--- src/rtl/wrms_pkg.sv ---
// shared types and constants for the weighted running mean and deviation block
// no dependencies
package wrms_pkg;

  localparam int unsigned IterW = 7;

  localparam logic [IterW-1:0] DIV_MEAN_ITERS = 7'd49;
  localparam logic [IterW-1:0] DIV_VAR_ITERS  = 7'd80;
  localparam logic [IterW-1:0] SQRT_ITERS     = 7'd32;

  typedef struct packed {
    logic             go;
    logic             is_sqrt;
    logic [IterW-1:0] iters;
  } iter_cmd_t;

endpackage

--- src/rtl/wrms_iter.sv ---
// shared iterative unit: restoring divider (80 bit dividend) and integer square root
// one bit per cycle over a single 65 bit subtractor; depends on wrms_pkg
module wrms_iter (
  input  logic                clk_i,
  input  logic                rst_ni,
  input  wrms_pkg::iter_cmd_t cmd_i,
  input  logic [79:0]         dividend_i,
  input  logic [31:0]         divisor_i,
  input  logic [63:0]         radicand_i,
  output logic                busy_o,
  output logic [79:0]         quot_o,
  output logic [31:0]         root_o
);

  logic                     busy_q;
  logic                     sqrt_q;
  logic [wrms_pkg::IterW-1:0] cnt_q;
  logic [31:0]              div_q;
  logic [31:0]              rem_q;
  logic [79:0]              sh_q;
  logic [63:0]              res_q;
  logic [63:0]              bit_q;

  logic [63:0] op_a;
  logic [63:0] op_b;
  logic [64:0] diff;
  logic        ge;

  always_comb begin
    if (sqrt_q) begin
      op_a = sh_q[63:0];
      op_b = res_q + bit_q;
    end else begin
      op_a = {31'b0, rem_q, sh_q[79]};
      op_b = {32'b0, div_q};
    end
    diff = {1'b0, op_a} - {1'b0, op_b};
    ge   = ~diff[64];
  end

  always_ff @(posedge clk_i or negedge rst_ni) begin
    if (!rst_ni) begin
      busy_q <= 1'b0;
      sqrt_q <= 1'b0;
      cnt_q  <= '0;
      div_q  <= '0;
      rem_q  <= '0;
      res_q  <= '0;
      bit_q  <= '0;
      sh_q   <= '0;
    end else if (cmd_i.go) begin
      busy_q <= 1'b1;
      sqrt_q <= cmd_i.is_sqrt;
      cnt_q  <= cmd_i.iters;
      div_q  <= divisor_i;
      rem_q  <= '0;
      res_q  <= '0;
      bit_q  <= 64'h4000_0000_0000_0000;
      sh_q   <= cmd_i.is_sqrt ? {16'b0, radicand_i} : dividend_i;
    end else if (busy_q) begin
      cnt_q <= cnt_q - 1'b1;
      if (cnt_q == wrms_pkg::IterW'(1)) begin
        busy_q <= 1'b0;
      end
      if (sqrt_q) begin
        if (ge) begin
          sh_q[63:0] <= diff[63:0];
          res_q      <= (res_q >> 1) + bit_q;
        end else begin
          res_q <= res_q >> 1;
        end
        bit_q <= bit_q >> 2;
      end else begin
        rem_q <= ge ? diff[31:0] : op_a[31:0];
        sh_q  <= {sh_q[78:0], ge};
      end
    end
  end

  assign busy_o = busy_q;
  assign quot_o = sh_q;
  assign root_o = res_q[31:0];

endmodule

--- config.mk ---
export PLATFORM = sky130hd
export DESIGN_NAME = wrms_iter
export DESIGN_NICKNAME = d
export VERILOG_FILES = /design/src/rtl/wrms_pkg.sv /design/src/rtl/wrms_iter.sv
export SDC_FILE = /design/constraint.sdc
export NUM_CORES = 1
export LEC_CHECK = 0
export BUFFER_PORTS_ARGS = -buffer_cell sky130_fd_sc_hd__buf_2
export CAP_MARGIN = 40
export CORE_ASPECT_RATIO = 1.75
export CORE_MARGIN = 4
export CORE_UTILIZATION = 30
export DETAILED_ROUTE_END_ITERATION = 6
export GPL_TIMING_DRIVEN = 1
export PLACE_DENSITY_LB_ADDON = 0.3
export SYNTH_ARGS = -nofsm -noshare
export SYNTH_HDL_FRONTEND = slang
export SYNTH_SLANG_ARGS = --single-unit
--- constraint.sdc ---
create_clock -name clk_i -period 5.35 [get_ports clk_i]
set_clock_uncertainty 0.15 [all_clocks]
set_input_delay 0 -clock clk_i [delete_from_list [all_inputs] [get_ports clk_i]]
set_output_delay 0 -clock clk_i [all_outputs]
set_load 0.01 [all_outputs]
After elaboration in Yosys (flattened, before gate mapping)
Index checks and enable logic that the tools add are counted.
{ "totals": {"in_bits": 187, "latch_bits": 0, "ramBits": 0, "n_memories": 0, "regBits": 281, "out_inout_bits": 113, "rom_bits": 0} }
{ "op_classes": {"n_reduce_logical": 5, "n_eq_ne": 3, "order_cmp": 0, "n_mul": 0, "shift": 0, "div_mod_pow": 0, "n_mux": 24, "bitwise_logic": 1, "add_sub_neg": 4} }
{ "ops": {"columns": ["op", "n"], "rows": [
  ["$mux W64", 11],
  ["$mux W80", 3],
  ["$mux W32", 4],
  ["$sub A64 B64 Y65", 1],
  ["$add A63 B64 Y64", 1],
  ["$add A64 B64 Y64", 1],
  ["$mux W16", 1],
  ["$mux W7", 2],
  ["$eq A7 B1 Y1 const B", 1],
  ["$sub A7 B1 Y7 const B", 1],
  ["$reduce_and A2 Y1", 3],
  ["$reduce_bool A2 Y1", 2],
  ["$mux W1", 3],
  ["$ne A3 B3 Y1 const B", 1],
  ["$ne A2 B2 Y1 const B", 1],
  ["$not A1 Y1", 1]
]} }

Logic depth before layout (Yosys ltp)
{ "logic_depth": {"word_depth": 7, "ltp_mapped": 29, "ltp_nobuf": 25} }

Worst setup path after synthesis
Ideal clock, no wire load.
{ "synth_timing": {"kind": "reg-to-reg", "from": "reg res_q[2]", "to": "reg sh_q[63], in the netlist quot_o[63]", "path_stages_with_launch": 26, "arrival_ns": 4.948, "setup_slack_ns": 0.188, "path_cell_list": "dfrtp_1 > ha_1 > a21o_1 > a31oi_1 > o31ai_2 > a211oi_2 > or3b_2 > a21oi_1 > o21ai_0 > a311oi_1 > o21ai_0 > xnor2_1 > nand2_1 > ha_1 > clkbuf_1 > a21o_1 > nand2_1 > nand2_1 > a21oi_1 > o21bai_1 > a21o_1 > a21o_1 > a221oi_1 > o31a_1 > mux2i_1 > o22a_1"} }
{ "synth_between": {"elab_chain_len": 7, "word_cells_on_any_way": 9} }
{ "synth_lines": {"columns": ["element", "line_no", "source"], "rows": [
  ["start, declared", "wrms_iter.sv:21", "logic [63:0] res_q;"],
  ["start signal, assigned", "wrms_iter.sv:68", "res_q <= (res_q >> 1) + bit_q;"],
  ["start signal, assigned", "wrms_iter.sv:70", "res_q <= res_q >> 1;"],
  ["$add A64 B64 Y64 (*)", "wrms_iter.sv:32", "op_b = res_q + bit_q;"],
  ["$mux W64 (*)", "wrms_iter.sv:30", "if (sqrt_q) begin"],
  ["$sub A64 B64 Y65 (*)", "wrms_iter.sv:37", "diff = {1'b0, op_a} - {1'b0, op_b};"],
  ["$mux W64", "wrms_iter.sv:66", "if (ge) begin"],
  ["$mux W64", "wrms_iter.sv:65", "if (sqrt_q) begin"],
  ["$mux W80", "wrms_iter.sv:60", "end else if (busy_q) begin"],
  ["$mux W80", "wrms_iter.sv:51", "end else if (cmd_i.go) begin"],
  ["end signal, assigned", "wrms_iter.sv:59", "sh_q <= cmd_i.is_sqrt ? {16'b0, radicand_i} : dividend_i;"],
  ["end signal, assigned", "wrms_iter.sv:67", "sh_q[63:0] <= diff[63:0];"],
  ["end signal, assigned", "wrms_iter.sv:75", "sh_q <= {sh_q[78:0], ge};"],
  ["end, declared", "wrms_iter.sv:20", "logic [79:0] sh_q;"]
]} }
Mark *: on every way between the ends. The rest lies on a longest branch, timed or not. The select of a mux whose other input is x is not followed.
A chain may end at the register's enable or synchronous reset.

Worst setup path in the final report
{ "layout_timing": {"from": "reg bit_q[2]", "to": "reg sh_q[33], in the netlist quot_o[33]"} }
{ "layout_between": {"elab_chain_len": 7, "word_cells_on_any_way": 9} }
{ "layout_lines": {"columns": ["element", "line_no", "source"], "rows": [
  ["start, declared", "wrms_iter.sv:22", "logic [63:0] bit_q;"],
  ["start signal, assigned", "wrms_iter.sv:72", "bit_q <= bit_q >> 2;"],
  ["$add A64 B64 Y64 (*)", "wrms_iter.sv:32", null],
  ["$mux W64 (*)", "wrms_iter.sv:30", null],
  ["$sub A64 B64 Y65 (*)", "wrms_iter.sv:37", null],
  ["$mux W64", "wrms_iter.sv:66", null],
  ["$mux W64", "wrms_iter.sv:65", null],
  ["$mux W80", "wrms_iter.sv:60", null],
  ["$mux W80", "wrms_iter.sv:51", null]
]} }
Marks and branches as above.

==> metrics.yaml <==
status: "finished with violations"
violations: "setup timing"
first_pass_iters: 5
hold_viol: 0
synth_top_flop_cell: "dfrtp_1"
ant_nets: 0
max_stage_delay_ns: 0.43
rsz0062_at_grt: "yes"
area_delta_synth_final_pct: 45.4
synth_top_area_cell: "dfrtp_1"
whs_ns: 0.0414
yosysUniqueCellTypes: 83
slew_violations: 0
async_flop_share_pct: 100
required_ns: 5.67
cts_max_level: 1
die_w_um: 211
grt_usage_pct: 20.6
first_iter_violations: 1205
cap_violations: 0
endpoint_kind: "flop"
syn_inst: 2655
utilization_pct: 44.0
ys_top_cells_by_count: "nand2_1 (401), o21ai_0 (303), dfrtp_1 (249), a21oi_1 (194), nor2_1 (154)"
grt_pass1_vias: 23000
final-setup-viol-count: 91
numPortBuffers: 299
synth_seq_area_share_pct: 28.7
instances_no_fill: 4368
worstMarginPinSlew_ns: 0.925
vias: 22700
vdd_ir_drop_max_v: 0.000290
synth_most_common_cell: "nand2_1"
nets: 3752
start_util_pct: 30.3
clockBufferDepth: 3
die_h_um: 364
ios: 300
antenna_found_initial: 1
post-route-period-util_pct: 102
p_per_area_nw_per_um2: 426
num_antenna_cells: 0
placed_cells: 4040
yosysTopAreaCellShare_pct: 28.7
dp_slack_ns: -0.659
cts_root_buf: "clkbuf_16"
cts_buffers: 26
core_area_sq_um: 71700
slew_headroom_pct: 37.9
viasPerCell: 5.20
grt_pass1_wl_um: 127000
cts_sinks: 249
drive_above_1_share_pct: 32.2
timing.final.crit_period_ns: 5.48
ys_ff_latch: 249
synth.avg_cell_area_sq_um: 8.18
synth-edff-count: 0
p_leak_uw: 0.0143
min_path_type: "in2reg"
max_clock_freq_mhz: 183
clock_latency_ns: 0.59
routedWlPerCell_um: 19.7
overflow: 0
yosys-top-cells-area: "dfrtp_1 (29%), ha_1 (8.0%), o21ai_0 (7.0%), nand2_1 (6.9%), mux2_2 (5.3%)"
dp_hpwl_um: 63200
path_max_fanout: 6
synth.net_count: 2982
syn_area_sq_um: 21700
cp-start-kind: "flop"
cts_tree: "done"
gp_congestion: 0.939
die_area_sq_um: 76900
drt-total-wl_um: 86200
grt_max_degree: 96
row_count: 130
cp.arrival_ns: 5.80
yosysWarnings: 0
fin_ws_ns: -0.128
critical_path_class: "reg2reg"
drc: 0
cp_slowest_cell: "or3b_4"
clk_pin_slew_ns: 0.07
[worst max-delay path: cells and delay by family, from the launching register on]
family	cells	cell delay, ns
AO/OA/AOI/OAI	17	2.70
XOR/XNOR	1	0.20
adder cells (fa/ha/maj)	2	0.48
buffers and inverters	5	0.75
flip-flops	1	0.42
AND/OR/NAND/NOR	4	0.65
[flip-flops by register name, indices dropped and copies added, names as in the netlist]
register	flops
cnt_q	7
busy_o	1
div_q	32
bit_q	32
sqrt_q	1
quot_o	80
rem_q	32
res_q	64
[power breakdown]
group	total (uW)	switching, uW	internal, uW
registers	2750	477	2280
logic	8690	4450	4240
clock network	2000	894	1110
total	13400	5820	7630
[layout by cell type (no fill, tap or decap), types with 16 or more instances in the layout]
master | Yosys | final
a21o_1 | 49 | 49
a21oi_1 | 194 | 148
a21oi_2 | 2 | 38
a22o_1 | 45 | 45
a31o_2 | 20 | 19
a31oi_1 | 59 | 55
and2_1 | 47 | 44
and3_1 | 19 | 18
buf_12 | 0 | 19
buf_2 | 12 | 297
buf_4 | 42 | 352
buf_6 | 2 | 24
clkbuf_16 | 0 | 31
dfrtp_1 | 249 | 248
dlygate4sd3_1 | 0 | 218
ha_1 | 139 | 121
ha_4 | 0 | 16
inv_1 | 43 | 42
mux2_2 | 102 | 102
mux2i_1 | 113 | 111
nand2_1 | 401 | 379
nand3_1 | 34 | 30
nand4_1 | 32 | 32
nor2_1 | 154 | 121
nor2_4 | 1 | 24
nor2b_1 | 32 | 31
nor3_1 | 21 | 17
o21ai_0 | 303 | 179
o21ai_1 | 6 | 108
o21ai_2 | 2 | 20
o21bai_1 | 35 | 32
xnor2_1 | 94 | 89
xor2_1 | 79 | 77
[layout make-up]
type / count / area [sq um]
Clock buffer: 33 / 727
Clock inverter: 14 / 166
Fill cell: 7022 / 40200
Inverter: 43 / 161
Multi-Input combinational cell: 2172 / 15700
Sequential cell: 249 / 6230
Tap cell: 924 / 1160
Timing Repair Buffer: 933 / 7430
[stage by stage]
step | cell area, sq um | setup TNS [ns] | total power [uW]
5_1_grt | 31600 | -33.78 | 14300
6_report | 31600 | -5.52 | 13400
2_1_floorplan | 21700 | 0 | 6610
3_3_place_gp | 26300 | -59.51 | 9490
3_5_place_dp | 26300 | -63.53 | 9530
4_1_cts | 30100 | -0.597 | 12100
[cells by family (layout without fill, tap and decap cells)]
family                   count (synthesis)  count (layout)  share of synthesized area (%)
flip-flops                             249             249                           28.7
XOR/XNOR                               173             173                           6.98
AND/OR/NAND/NOR                        810             810                           17.0
adder cells (fa/ha/maj)                140             140                           8.10
buffers and inverters                  234            1023                           4.92
AO/OA/AOI/OAI                          834             834                           23.8
multiplexers                           215             215                           10.5
[worst paths after layout]
kind,from,endpoint,slack (ns),cells past startpoint
hold / removal,divisor_i[9],div_q[9],0.04,3
max in group asynchronous,rst_ni,res_q[38],3.77,4
setup / recovery,bit_q[2],quot_o[33],-0.13,29
hold reg to reg,rem_q[3],rem_q[3],0.33,2
setup reg to reg,bit_q[2],quot_o[33],-0.13,29
min in group asynchronous,rst_ni,div_q[8],0.43,4
[metal layers]
layer,vias up,share of wire (%),GRT usage [%]
li1,11100,-,-
met1,10900,40,24.1
met2,569,51,37.4
met3,177,4.3,2.14
met4,0,5.0,9.88
met5,-,0,0
[timing repair]
action                                  4_1_cts  5_1_grt
gates cloned                                  2        6
endpoints found under the setup margin      160      160
hold buffers                                219        0
pin swaps                                    65      129
setup buffers                                23       34
resized for setup                           112      327
endpoints found under the hold margin       370        0
No activity file was read; power rests on OpenSTA's default activity.
